**src/rtl/lidar_scan_packet_decoder_assert.svh**
```systemverilog
// assertion macros for the lidar scan packet decoder
// expects clk_i and rst_ni in the module that uses them
`ifndef LIDAR_SCAN_PACKET_DECODER_ASSERT_SVH
`define LIDAR_SCAN_PACKET_DECODER_ASSERT_SVH
`ifndef SYNTHESIS
`define LSPD_ASSERT(label, prop) \
  label: assert property (@(posedge clk_i) disable iff (!rst_ni) prop) \
    else $error("lspd assertion failed");
`define LSPD_ASSERT_ALWAYS(label, prop) \
  label: assert property (@(posedge clk_i) prop) \
    else $error("lspd assertion failed");
`else
`define LSPD_ASSERT(label, prop)
`define LSPD_ASSERT_ALWAYS(label, prop)
`endif
`endif

```
**src/rtl/lspd_pkg.sv**
```systemverilog
// shared constants, command/status types and the arctangent table
// used by lspd_ctrl, lspd_datapath and the top level
package lspd_pkg;

  localparam logic [7:0] SyncByte0 = 8'hAA;
  localparam logic [7:0] SyncByte1 = 8'h55;

  localparam int unsigned CordicSteps = 17;
  localparam int unsigned FullTurn64  = 23040;
  localparam int unsigned FullTurnU   = 5898240;
  localparam int unsigned RoundHalf   = 128;
  localparam int unsigned XGain       = 15530;
  localparam int unsigned YBase       = 1354216;
  localparam int unsigned YSlope      = 2180;
  localparam int unsigned DivSteps    = 32;

  typedef struct packed {
    logic ld_kind;
    logic ld_count;
    logic ld_lo;
    logic ld_first;
    logic ld_span;
    logic clr_ctr;
    logic start;
    logic mod_start;
    logic emit;
  } cmd_t;

  typedef struct packed {
    logic count_zero;
    logic calc_done;
    logic mod_done;
    logic out_free;
    logic last;
  } stat_t;

  // atan(2^-i) in units of 2^-14 degree
  function automatic logic [21:0] atan_lut(input logic [4:0] i);
    logic [21:0] v;
    case (i)
      5'd0:    v = 22'd737280;
      5'd1:    v = 22'd435242;
      5'd2:    v = 22'd229970;
      5'd3:    v = 22'd116736;
      5'd4:    v = 22'd58595;
      5'd5:    v = 22'd29326;
      5'd6:    v = 22'd14667;
      5'd7:    v = 22'd7334;
      5'd8:    v = 22'd3667;
      5'd9:    v = 22'd1833;
      5'd10:   v = 22'd917;
      5'd11:   v = 22'd458;
      5'd12:   v = 22'd229;
      5'd13:   v = 22'd115;
      5'd14:   v = 22'd57;
      5'd15:   v = 22'd29;
      5'd16:   v = 22'd14;
      default: v = 22'd0;
    endcase
    return v;
  endfunction

endpackage

```
**src/rtl/lspd_ctrl.sv**
```systemverilog
// parse and sequencing state machine of the lidar scan packet decoder
// depends on lspd_pkg; drives the datapath by lspd_pkg::cmd_t
module lspd_ctrl (
  input  logic                clk_i,
  input  logic                rst_ni,
  input  logic                in_valid_i,
  output logic                in_ready_o,
  input  logic [7:0]          rx_byte_i,
  input  lspd_pkg::stat_t     stat_i,
  output lspd_pkg::cmd_t      cmd_o
);

  localparam logic [3:0] StHunt  = 4'd0;
  localparam logic [3:0] StSync  = 4'd1;
  localparam logic [3:0] StKind  = 4'd2;
  localparam logic [3:0] StCount = 4'd3;
  localparam logic [3:0] StFaLo  = 4'd4;
  localparam logic [3:0] StFaHi  = 4'd5;
  localparam logic [3:0] StLaLo  = 4'd6;
  localparam logic [3:0] StLaHi  = 4'd7;
  localparam logic [3:0] StCsLo  = 4'd8;
  localparam logic [3:0] StCsHi  = 4'd9;
  localparam logic [3:0] StSLo   = 4'd10;
  localparam logic [3:0] StSHi   = 4'd11;
  localparam logic [3:0] StCalc  = 4'd12;
  localparam logic [3:0] StMod   = 4'd13;
  localparam logic [3:0] StEmit  = 4'd14;

  logic [3:0] state_q, state_d;
  logic       busy, acc;

  assign busy       = state_q inside {StCalc, StMod, StEmit};
  assign in_ready_o = !busy;
  assign acc        = in_valid_i && !busy;

  always_comb begin
    state_d = state_q;
    cmd_o   = '0;
    case (state_q)
      StSync: begin
        if (acc) begin
          if (rx_byte_i == lspd_pkg::SyncByte1) state_d = StKind;
          else if (rx_byte_i != lspd_pkg::SyncByte0) state_d = StHunt;
        end
      end
      StKind: begin
        if (acc) begin
          cmd_o.ld_kind = 1'b1;
          state_d = StCount;
        end
      end
      StCount: begin
        if (acc) begin
          cmd_o.ld_count = 1'b1;
          state_d = StFaLo;
        end
      end
      StFaLo: begin
        if (acc) begin
          cmd_o.ld_lo = 1'b1;
          state_d = StFaHi;
        end
      end
      StFaHi: begin
        if (acc) begin
          cmd_o.ld_first = 1'b1;
          state_d = StLaLo;
        end
      end
      StLaLo: begin
        if (acc) begin
          cmd_o.ld_lo = 1'b1;
          state_d = StLaHi;
        end
      end
      StLaHi: begin
        if (acc) begin
          cmd_o.ld_span = 1'b1;
          state_d = StCsLo;
        end
      end
      StCsLo: begin
        if (acc) state_d = StCsHi;
      end
      StCsHi: begin
        if (acc) begin
          cmd_o.clr_ctr = 1'b1;
          state_d = stat_i.count_zero ? StHunt : StSLo;
        end
      end
      StSLo: begin
        if (acc) begin
          cmd_o.ld_lo = 1'b1;
          state_d = StSHi;
        end
      end
      StSHi: begin
        if (acc) begin
          cmd_o.start = 1'b1;
          state_d = StCalc;
        end
      end
      StCalc: begin
        if (stat_i.calc_done) begin
          cmd_o.mod_start = 1'b1;
          state_d = StMod;
        end
      end
      StMod: begin
        if (stat_i.mod_done) state_d = StEmit;
      end
      StEmit: begin
        if (stat_i.out_free) begin
          cmd_o.emit = 1'b1;
          state_d = stat_i.last ? StHunt : StSLo;
        end
      end
      default: begin
        // hunting for the first header byte
        if (acc) state_d = (rx_byte_i == lspd_pkg::SyncByte0) ? StSync : StHunt;
      end
    endcase
  end

  always_ff @(posedge clk_i or negedge rst_ni) begin
    if (!rst_ni) state_q <= StHunt;
    else         state_q <= state_d;
  end

endmodule

```
**src/rtl/lspd_datapath.sv**
```systemverilog
// header holds, interpolation divider, cordic arctangent, modulo reduction
// and output register; depends on lspd_pkg and the assertion header
`include "lidar_scan_packet_decoder_assert.svh"
module lspd_datapath (
  input  logic               clk_i,
  input  logic               rst_ni,
  input  logic [7:0]         rx_byte_i,
  input  lspd_pkg::cmd_t     cmd_i,
  output lspd_pkg::stat_t    stat_o,
  output logic               out_valid_o,
  input  logic               out_ready_i,
  output logic [39:0]        out_data_o,
  output logic [7:0]         out_user_o,
  output logic               out_last_o
);

  logic [7:0]  kind_q, count_q, lo_q, ctr_q, idx_q;
  logic [14:0] first_q;
  logic [15:0] span_q, dist_q;
  logic        last_q;
  logic [15:0] word;
  logic [16:0] last_ang;

  logic [31:0] div_num_q;
  logic [7:0]  div_rem_q, divisor;
  logic [5:0]  div_cnt_q;
  logic        div_en_q;
  logic [8:0]  div_sh;
  logic        div_ge;

  logic signed [33:0] cx_q, cy_q, dx, dy;
  logic signed [21:0] cz_q, step_ang;
  logic [4:0]  cord_i_q;
  logic        rzero_q;

  logic [24:0] sum;
  logic [24:0] mod_rem_q;
  logic        mod_ge;

  logic        out_valid_q, out_last_q;
  logic [39:0] out_data_q;
  logic [7:0]  out_user_q;

  assign word     = {rx_byte_i, lo_q};
  assign last_ang = {2'b00, word[15:1]}
                  + (({1'b0, word[15:1]} < {1'b0, first_q}) ? 17'(lspd_pkg::FullTurn64) : 17'd0);
  assign divisor  = count_q - 8'd1;
  assign div_sh   = {div_rem_q, div_num_q[31]};
  assign div_ge   = div_sh >= {1'b0, divisor};

  assign dx       = cy_q >>> cord_i_q;
  assign dy       = cx_q >>> cord_i_q;
  assign step_ang = signed'(lspd_pkg::atan_lut(cord_i_q));

  // offset by a full turn so the sum never goes negative; it stays below six turns
  assign sum = 25'({first_q, 8'h00})
             + (div_en_q ? div_num_q[24:0] : 25'd0)
             + 25'(lspd_pkg::FullTurnU + lspd_pkg::RoundHalf)
             + (rzero_q ? 25'd0 : {{3{cz_q[21]}}, cz_q});
  assign mod_ge = mod_rem_q >= 25'(lspd_pkg::FullTurnU);

  // header holds and sample capture
  always_ff @(posedge clk_i or negedge rst_ni) begin
    if (!rst_ni) begin
      kind_q  <= '0;
      count_q <= '0;
      lo_q    <= '0;
      first_q <= '0;
      span_q  <= '0;
      ctr_q   <= '0;
      idx_q   <= '0;
      dist_q  <= '0;
      last_q  <= 1'b0;
    end else begin
      if (cmd_i.ld_kind)  kind_q  <= rx_byte_i;
      if (cmd_i.ld_count) count_q <= rx_byte_i;
      if (cmd_i.ld_lo)    lo_q    <= rx_byte_i;
      if (cmd_i.ld_first) first_q <= word[15:1];
      if (cmd_i.ld_span)  span_q  <= last_ang[15:0] - {1'b0, first_q};
      if (cmd_i.clr_ctr)  ctr_q   <= '0;
      if (cmd_i.start) begin
        idx_q  <= ctr_q;
        dist_q <= word;
        last_q <= (ctr_q + 8'd1) == count_q;
        ctr_q  <= ctr_q + 8'd1;
      end
    end
  end

  // restoring divider for span*k*256/(n-1), quotient shifts into div_num_q
  always_ff @(posedge clk_i or negedge rst_ni) begin
    if (!rst_ni) begin
      div_num_q <= '0;
      div_rem_q <= '0;
      div_cnt_q <= '0;
      div_en_q  <= 1'b0;
    end else if (cmd_i.start) begin
      div_num_q <= {({8'd0, span_q} * {16'd0, ctr_q}), 8'h00};
      div_rem_q <= '0;
      div_cnt_q <= 6'(lspd_pkg::DivSteps);
      div_en_q  <= count_q > 8'd1;
    end else if (div_cnt_q != 6'd0) begin
      div_rem_q <= div_ge ? 8'(div_sh - {1'b0, divisor}) : div_sh[7:0];
      div_num_q <= {div_num_q[30:0], div_ge};
      div_cnt_q <= div_cnt_q - 6'd1;
    end
  end

  // cordic vectoring, one rotation per cycle
  always_ff @(posedge clk_i or negedge rst_ni) begin
    if (!rst_ni) begin
      cx_q     <= '0;
      cy_q     <= '0;
      cz_q     <= '0;
      cord_i_q <= 5'(lspd_pkg::CordicSteps);
      rzero_q  <= 1'b0;
    end else if (cmd_i.start) begin
      cx_q     <= signed'(34'(32'(word) * lspd_pkg::XGain));
      cy_q     <= signed'(34'(lspd_pkg::YBase)) - signed'(34'(32'(word) * lspd_pkg::YSlope));
      cz_q     <= '0;
      cord_i_q <= '0;
      rzero_q  <= word == 16'd0;
    end else if (cord_i_q != 5'(lspd_pkg::CordicSteps)) begin
      if (!cy_q[33]) begin
        cx_q <= cx_q + dx;
        cy_q <= cy_q - dy;
        cz_q <= cz_q + step_ang;
      end else begin
        cx_q <= cx_q - dx;
        cy_q <= cy_q + dy;
        cz_q <= cz_q - step_ang;
      end
      cord_i_q <= cord_i_q + 5'd1;
    end
  end

  // reduction modulo a full turn, one subtraction per cycle, at most five
  always_ff @(posedge clk_i or negedge rst_ni) begin
    if (!rst_ni) begin
      mod_rem_q <= '0;
    end else if (cmd_i.mod_start) begin
      mod_rem_q <= sum;
    end else if (mod_ge) begin
      mod_rem_q <= mod_rem_q - 25'(lspd_pkg::FullTurnU);
    end
  end

  // output register
  always_ff @(posedge clk_i or negedge rst_ni) begin
    if (!rst_ni) begin
      out_valid_q <= 1'b0;
    end else if (cmd_i.emit) begin
      out_valid_q <= 1'b1;
    end else if (out_ready_i) begin
      out_valid_q <= 1'b0;
    end
  end

  always_ff @(posedge clk_i) begin
    if (cmd_i.emit) begin
      out_data_q <= {1'b0, mod_rem_q[22:8], dist_q, idx_q};
      out_user_q <= kind_q;
      out_last_q <= last_q;
    end
  end

  assign out_valid_o = out_valid_q;
  assign out_data_o  = out_data_q;
  assign out_user_o  = out_user_q;
  assign out_last_o  = out_last_q;

  assign stat_o.count_zero = count_q == 8'd0;
  assign stat_o.calc_done  = (div_cnt_q == 6'd0) && (cord_i_q == 5'(lspd_pkg::CordicSteps));
  assign stat_o.mod_done   = !mod_ge;
  assign stat_o.out_free   = !out_valid_q || out_ready_i;
  assign stat_o.last       = last_q;

  `LSPD_ASSERT(a_div_rem_bound, (div_en_q && div_cnt_q != 6'd0) |-> (div_rem_q < divisor))
  `LSPD_ASSERT(a_mod_rem_bound, cmd_i.emit |-> (mod_rem_q < 25'(lspd_pkg::FullTurnU)))
  `LSPD_ASSERT(a_emit_shows, cmd_i.emit |=> out_valid_q)
  `LSPD_ASSERT(a_ctr_bound, cmd_i.start |-> (ctr_q < count_q))
  `LSPD_ASSERT_ALWAYS(a_reset_idle, !rst_ni |=> !out_valid_q)

endmodule

```
**src/rtl/lidar_scan_packet_decoder.sv**
```systemverilog
// lidar scan packet decoder top level
// joins lspd_ctrl and lspd_datapath; depends on lspd_pkg
//
// usage: raw serial bytes enter on the s_axis channel, one byte per item.
// the block hunts for the header AA 55, reads kind, sample count, first and
// last angle and two checksum bytes, then one result item leaves on the
// m_axis channel for every two-byte distance sample.
// header and low sample bytes are taken one per cycle. the high byte of a
// sample starts the angle work and the input is held off while the
// bit-serial interpolation divider runs (the cordic arctangent runs its
// 17 steps alongside), the reduction starts, subtractions of a full turn
// bring the angle below one turn, the output stage is reached and the
// output register loads.
// a finished result waits in the output register; the next sample's bytes
// are still taken while it waits, and a new result loads only when the
// register is empty or being taken, so a stalled receiver holds off input.
// reset returns the parser to hunting for the header and clears the holds;
// tlast marks the final sample of a packet.
module lidar_scan_packet_decoder (
  input  logic        clk_i,
  input  logic        rst_ni,
  input  logic        s_axis_tvalid_i,
  output logic        s_axis_tready_o,
  input  logic [7:0]  s_axis_tdata_i,   // rx_byte
  output logic        m_axis_tvalid_o,
  input  logic        m_axis_tready_i,
  // sample_index[7:0], distance_quarter_mm[23:8], angle_sixtyfourths[38:24],
  // zero fill[39]
  output logic [39:0] m_axis_tdata_o,
  output logic [7:0]  m_axis_tuser_o,   // packet_kind
  output logic        m_axis_tlast_o    // last_sample
);

  lspd_pkg::cmd_t  cmd;
  lspd_pkg::stat_t stat;

  lspd_ctrl u_ctrl (
    .clk_i      (clk_i),
    .rst_ni     (rst_ni),
    .in_valid_i (s_axis_tvalid_i),
    .in_ready_o (s_axis_tready_o),
    .rx_byte_i  (s_axis_tdata_i),
    .stat_i     (stat),
    .cmd_o      (cmd)
  );

  lspd_datapath u_datapath (
    .clk_i       (clk_i),
    .rst_ni      (rst_ni),
    .rx_byte_i   (s_axis_tdata_i),
    .cmd_i       (cmd),
    .stat_o      (stat),
    .out_valid_o (m_axis_tvalid_o),
    .out_ready_i (m_axis_tready_i),
    .out_data_o  (m_axis_tdata_o),
    .out_user_o  (m_axis_tuser_o),
    .out_last_o  (m_axis_tlast_o)
  );

endmodule
```
**config.mk**
```make
export PLATFORM = sky130hd
export DESIGN_NAME = lidar_scan_packet_decoder
export DESIGN_NICKNAME = d
export VERILOG_FILES = /design/src/rtl/lspd_pkg.sv /design/src/rtl/lspd_ctrl.sv /design/src/rtl/lspd_datapath.sv /design/src/rtl/lidar_scan_packet_decoder.sv
export VERILOG_INCLUDE_DIRS = /design/src /design/src/rtl
export SDC_FILE = /design/constraint.sdc
export NUM_CORES = 2
export LEC_CHECK = 0
export BUFFER_PORTS_ARGS = -buffer_cell sky130_fd_sc_hd__buf_4
export CAP_MARGIN = 20
export CORE_MARGIN = 2
export CORE_UTILIZATION = 40
export CTS_CLUSTER_SIZE = 12
export DETAILED_ROUTE_END_ITERATION = 8
export GPL_TIMING_DRIVEN = 0
export PLACE_DENSITY = 0.58
export SLEW_MARGIN = 0
export SYNTH_ARGS = -nofsm -noshare
export SYNTH_HDL_FRONTEND = slang
export SYNTH_SLANG_ARGS = --single-unit
```
**constraint.sdc**
```tcl
create_clock -name clk_i -period 6.6 [get_ports clk_i]
set_input_delay 0.33 -clock clk_i [delete_from_list [all_inputs] [get_ports clk_i]]
set_output_delay 0.33 -clock clk_i [all_outputs]
set_load 0.03 [all_outputs]
```
==> impl_metrics.yaml <==
setup_path:
  cp_num_buf_inv: 2
  timing.critical_path.slowest_cell_delay_ns: 0.71
  critPathArrivalTime_ns: 6.97
  path_cells: "buf_12 > buf_12 > mux2_1 > mux4_2 > nand2b_1 > a2bb2oi_4 > ha_1 > and2_2 > nand3_4 > nor2_4 > a31oi_1 > xor2_1 > ha_1 > nand2_1 > nor3_1 > a211oi_1 > o211ai_1 > a32o_2 > o21ai_2 > o211ai_1 > a211o_1 > a21o_1 > a21oi_2"
  timing.critical_path.from_type: "flop"
  worstSetupEndpointType: "flop"
  worstPathRequired_ns: 7.06
  timing.critical_path.fanout_max: 10
  cp_top_family: "compound AO/OA/AOI/OAI gates"
  critical_path.slowest_cell: "sky130_fd_sc_hd__dfstp_2"
  worst-setup-path-type: "flop to flop"
drt:
  detail-route-antenna-nets: 0
  m1WireLength_mm: 63.9
  highest-signal-layer: "met4"
  detailroute.wirelength.met2_mm: 67.2
  vias_per_cell: 5.88
  met3_routed_wl_mm: 10.5
  drc: 0
  totalWireLength_mm: 149
  detail_route.first_pass.iterations: 6
  detail_route.wl_per_cell_um: 25.6
  vias: 34300
  drtIter0Drc: 3171
floorplan:
  die-height_um: 310
  floorplan_die_area_sq_um: 96400
  ios: 63
  die_width_um: 310
  placeableCoreArea_sq_um: 93200
  effective_utilization_at_floorplan_pct: 40.3
  core.rowCount: 112
yosys:
  netlist_instances: 4379
  yosys.area.top_type_share_pct: 17.3
  synth.lib_cells_used.distinct: 106
  yosysSeqAreaShare_pct: 21.2
  syn_area_per_cell_sq_um: 8.58
  synthTopCellsByArea: "sky130_fd_sc_hd__dfrtp_1 (17%), sky130_fd_sc_hd__ha_1 (14%), sky130_fd_sc_hd__fa_1 (10%), sky130_fd_sc_hd__nand2_1 (5.2%), sky130_fd_sc_hd__inv_1 (4.1%)"
  synth.ff_latch_count: 309
  yosys.area.top_type: "sky130_fd_sc_hd__dfrtp_1"
  synthMostInstantiatedCell: "sky130_fd_sc_hd__nand2_1"
  synth-edff-count: 48
  synth.top_cells.by_count: "sky130_fd_sc_hd__nand2_1 (522), sky130_fd_sc_hd__ha_1 (416), sky130_fd_sc_hd__inv_1 (415), sky130_fd_sc_hd__a21oi_1 (283), sky130_fd_sc_hd__nor2_1 (276)"
  synth_ff_type: "sky130_fd_sc_hd__dfrtp_1"
  post_synth_instance_area_sq_um: 37600
  synth_fp_nets: 5000
  synth-async-reset-ratio_pct: 84.5
  yosysWarningCount: 0
cts:
  cts.sink_count: 309
  insertion_delay_ns: 0.61
  cts_tree: "built"
  cts_made_buffers: 39
  cts_root_buffer: "sky130_fd_sc_hd__clkbuf_16"
  largest_buffer_count_on_any_clock_path: 3
  cts_htree_levels: 2
  cts.reportedPaths.clkPinSlew_ns: 0.07
global_routing:
  first_global_vias: 33800
  track_usage_pct: 31.1
  global_route_wire_length_before_repair_mm: 222
  grt_max_degree: 98
  grt_remaining_overflow: 0
  grt_antenna_before_repair: 5
final_layout:
  number_of_nets_in_the_layout: 5168
  layout.core_utilization_pct: 45.8
  fillerInstances: 9262
  synthToLayoutAreaGrowth_pct: 13.6
  multi_input_comb_area_sq_um: 28100
  regArea_sq_um: 8000
  post_layout_nonfiller_instances: 5832
  post_route_cells_drive_above_1_share_pct: 11.9
timing:
  final_period_minus_worst_setup_slack_ns: 6.51
  maxSlewViolCount: 0
  clock-skew-final_ns: 0.0451
  setup_viol: 0
  setup_total_neg_slack_ns: 0
  hold_viol_final: 0
  relSlewSlack_pct: 17.6
  maxClockFrequency_ghz: 0.154
  worst-slew-pin-transition_ns: 1.24
  layout_worst_path_cycle_share_pct: 98.6
flow_run:
  drv_cap: 0
outcome:
  run_status: "finished, final reports clean"
min_path:
  hold_class: "input port to flop"
placement:
  gp_congestion: 1.02
  place.detailed.hpwl_mm: 119
  placement.io_buffers: 61
  post-place-cells: 5706
==> kinds of logic after synthesis <==
family | after synthesis | share of synthesized area (%)
simple gates | 1329 | 16.8
compound gates | 1065 | 18.2
buf+inv | 619 | 6.46
fa+ha+maj | 609 | 24.1
flops | 309 | 21.2
xor+xnor | 263 | 6.17
mux | 184 | 7.04
other cells | 1 | 0.00998
==> state kept, by name, indices dropped and copies added, names as in the netlist, 16 cells and up <==
| name | cells |
|---|---|
| u_datapath.dist_q | 16 |
| u_datapath.cx_q | 34 |
| u_datapath.cz_q | 22 |
| u_datapath.cy_q | 34 |
| u_datapath.out_data_o | 39 |
| u_datapath.mod_rem_q | 25 |
| u_datapath.div_num_q | 32 |
| u_datapath.span_q | 16 |
==> worst paths after layout <==
| check | start | end | slack [ns] | depth (start not counted) |
|---|---|---|---|---|
| max | u_datapath.cord_i_q[0]$_DFFE_PN1P_ | u_datapath.cx_q[33]$_DFFE_PN0P_ | 0.09 | 23 |
| min | s_axis_tdata_i[0] | u_datapath.lo_q[0]$_DFFE_PN0P_ | 0.16 | 3 |
| max reg2reg | u_datapath.cord_i_q[0]$_DFFE_PN1P_ | u_datapath.cx_q[33]$_DFFE_PN0P_ | 0.09 | 23 |
| min reg2reg | u_datapath.idx_q[1]$_DFFE_PN0P_ | u_datapath.out_data_o[1]$_DFFE_PP_ | 0.44 | 0 |
| max in group asynchronous | rst_ni | u_datapath.cy_q[23]$_DFFE_PN0P_ | 4.88 | 4 |
| min in group asynchronous | rst_ni | u_datapath.div_num_q[17]$_DFFE_PN0P_ | 0.32 | 2 |
==> per-layer routing <==
| metal | vias up | global-route usage (%) |
|---|---|---|
| met5 | - | 0 |
| met2 | 1370 | 50.1 |
| met1 | 16900 | 41.9 |
| met4 | 0 | 13.7 |
| li1 | 15700 | - |
| met3 | 292 | 3.90 |
==> cell usage in the layout (no fill, tap or decap), types with 58 or more instances in the layout <==
master                     netlist  layout
sky130_fd_sc_hd__nand2_1       522     519
sky130_fd_sc_hd__xnor2_1       162     155
sky130_fd_sc_hd__a31oi_1        60      60
sky130_fd_sc_hd__a211oi_1       63      61
sky130_fd_sc_hd__o21ai_0       265     258
sky130_fd_sc_hd__nor3_1         70      63
sky130_fd_sc_hd__mux4_2         58      58
sky130_fd_sc_hd__nand3_1        72      66
sky130_fd_sc_hd__buf_4           6     127
sky130_fd_sc_hd__clkbuf_1      148     124
sky130_fd_sc_hd__and2_1        115     113
sky130_fd_sc_hd__a21oi_1       283     278
sky130_fd_sc_hd__dfrtp_1       259     248
sky130_fd_sc_hd__inv_1         415     412
sky130_fd_sc_hd__nor2_1        276     269
sky130_fd_sc_hd__fa_1          193     193
sky130_fd_sc_hd__nand2b_1       60      60
sky130_fd_sc_hd__ha_1          416     408
sky130_fd_sc_hd__xor2_1        100      93
==> through the flow <==
step | hold slack, ns | setup slack [ns] | area [sq um]
floorplan | 0.0344 | 0.863 | 37600
global placement | 0.429 | -1.75 | 39600
detailed placement | 0.381 | -1.66 | 39800
CTS | 0.138 | 0.0150 | 41900
global route | 0.142 | -0.0146 | 42700
finish | 0.161 | 0.0902 | 42700
==> worst register-to-register path, cell delays in order (launching register included) <==
cell,delay [ns]
sky130_fd_sc_hd__dfstp_2,0.71
sky130_fd_sc_hd__buf_12,0.18
sky130_fd_sc_hd__buf_12,0.15
sky130_fd_sc_hd__mux2_1,0.39
sky130_fd_sc_hd__mux4_2,0.54
sky130_fd_sc_hd__nand2b_1,0.21
sky130_fd_sc_hd__a2bb2oi_4,0.27
sky130_fd_sc_hd__ha_1,0.21
sky130_fd_sc_hd__and2_2,0.20
sky130_fd_sc_hd__nand3_4,0.15
sky130_fd_sc_hd__nor2_4,0.18
sky130_fd_sc_hd__a31oi_1,0.11
sky130_fd_sc_hd__xor2_1,0.45
sky130_fd_sc_hd__ha_1,0.39
sky130_fd_sc_hd__nand2_1,0.15
sky130_fd_sc_hd__nor3_1,0.10
sky130_fd_sc_hd__a211oi_1,0.31
sky130_fd_sc_hd__o211ai_1,0.25
sky130_fd_sc_hd__a32o_2,0.32
sky130_fd_sc_hd__o21ai_2,0.20
sky130_fd_sc_hd__o211ai_1,0.14
sky130_fd_sc_hd__a211o_1,0.29
sky130_fd_sc_hd__a21o_1,0.19
sky130_fd_sc_hd__a21oi_2,0.27
==> timing repair <==
item                                   4_1_cts  5_1_grt
gates cloned                                 0        2
buffers inserted                            20       36
setup endpoints to repair                   63       31
pin swaps                                   17       37
hold buffers                                 1        0
gates resized for setup                    158      123
endpoints found under the hold margin       76        0
==> area by class of cell <==
cell class	count	share of cell area [%]
Buffer	194	2.32
Multi-Input combinational cell	3451	65.8
Clock buffer	51	2.51
Inverter	418	3.72
Sequential cell	309	18.7
Timing Repair Buffer	134	2.71
Antenna cell	2	0.0117
Tap cell	1254	3.68
Clock inverter	19	0.528
Power is not shown: default switching activity piles up to over one toggle a cycle in this logic, so the estimate is an artifact.
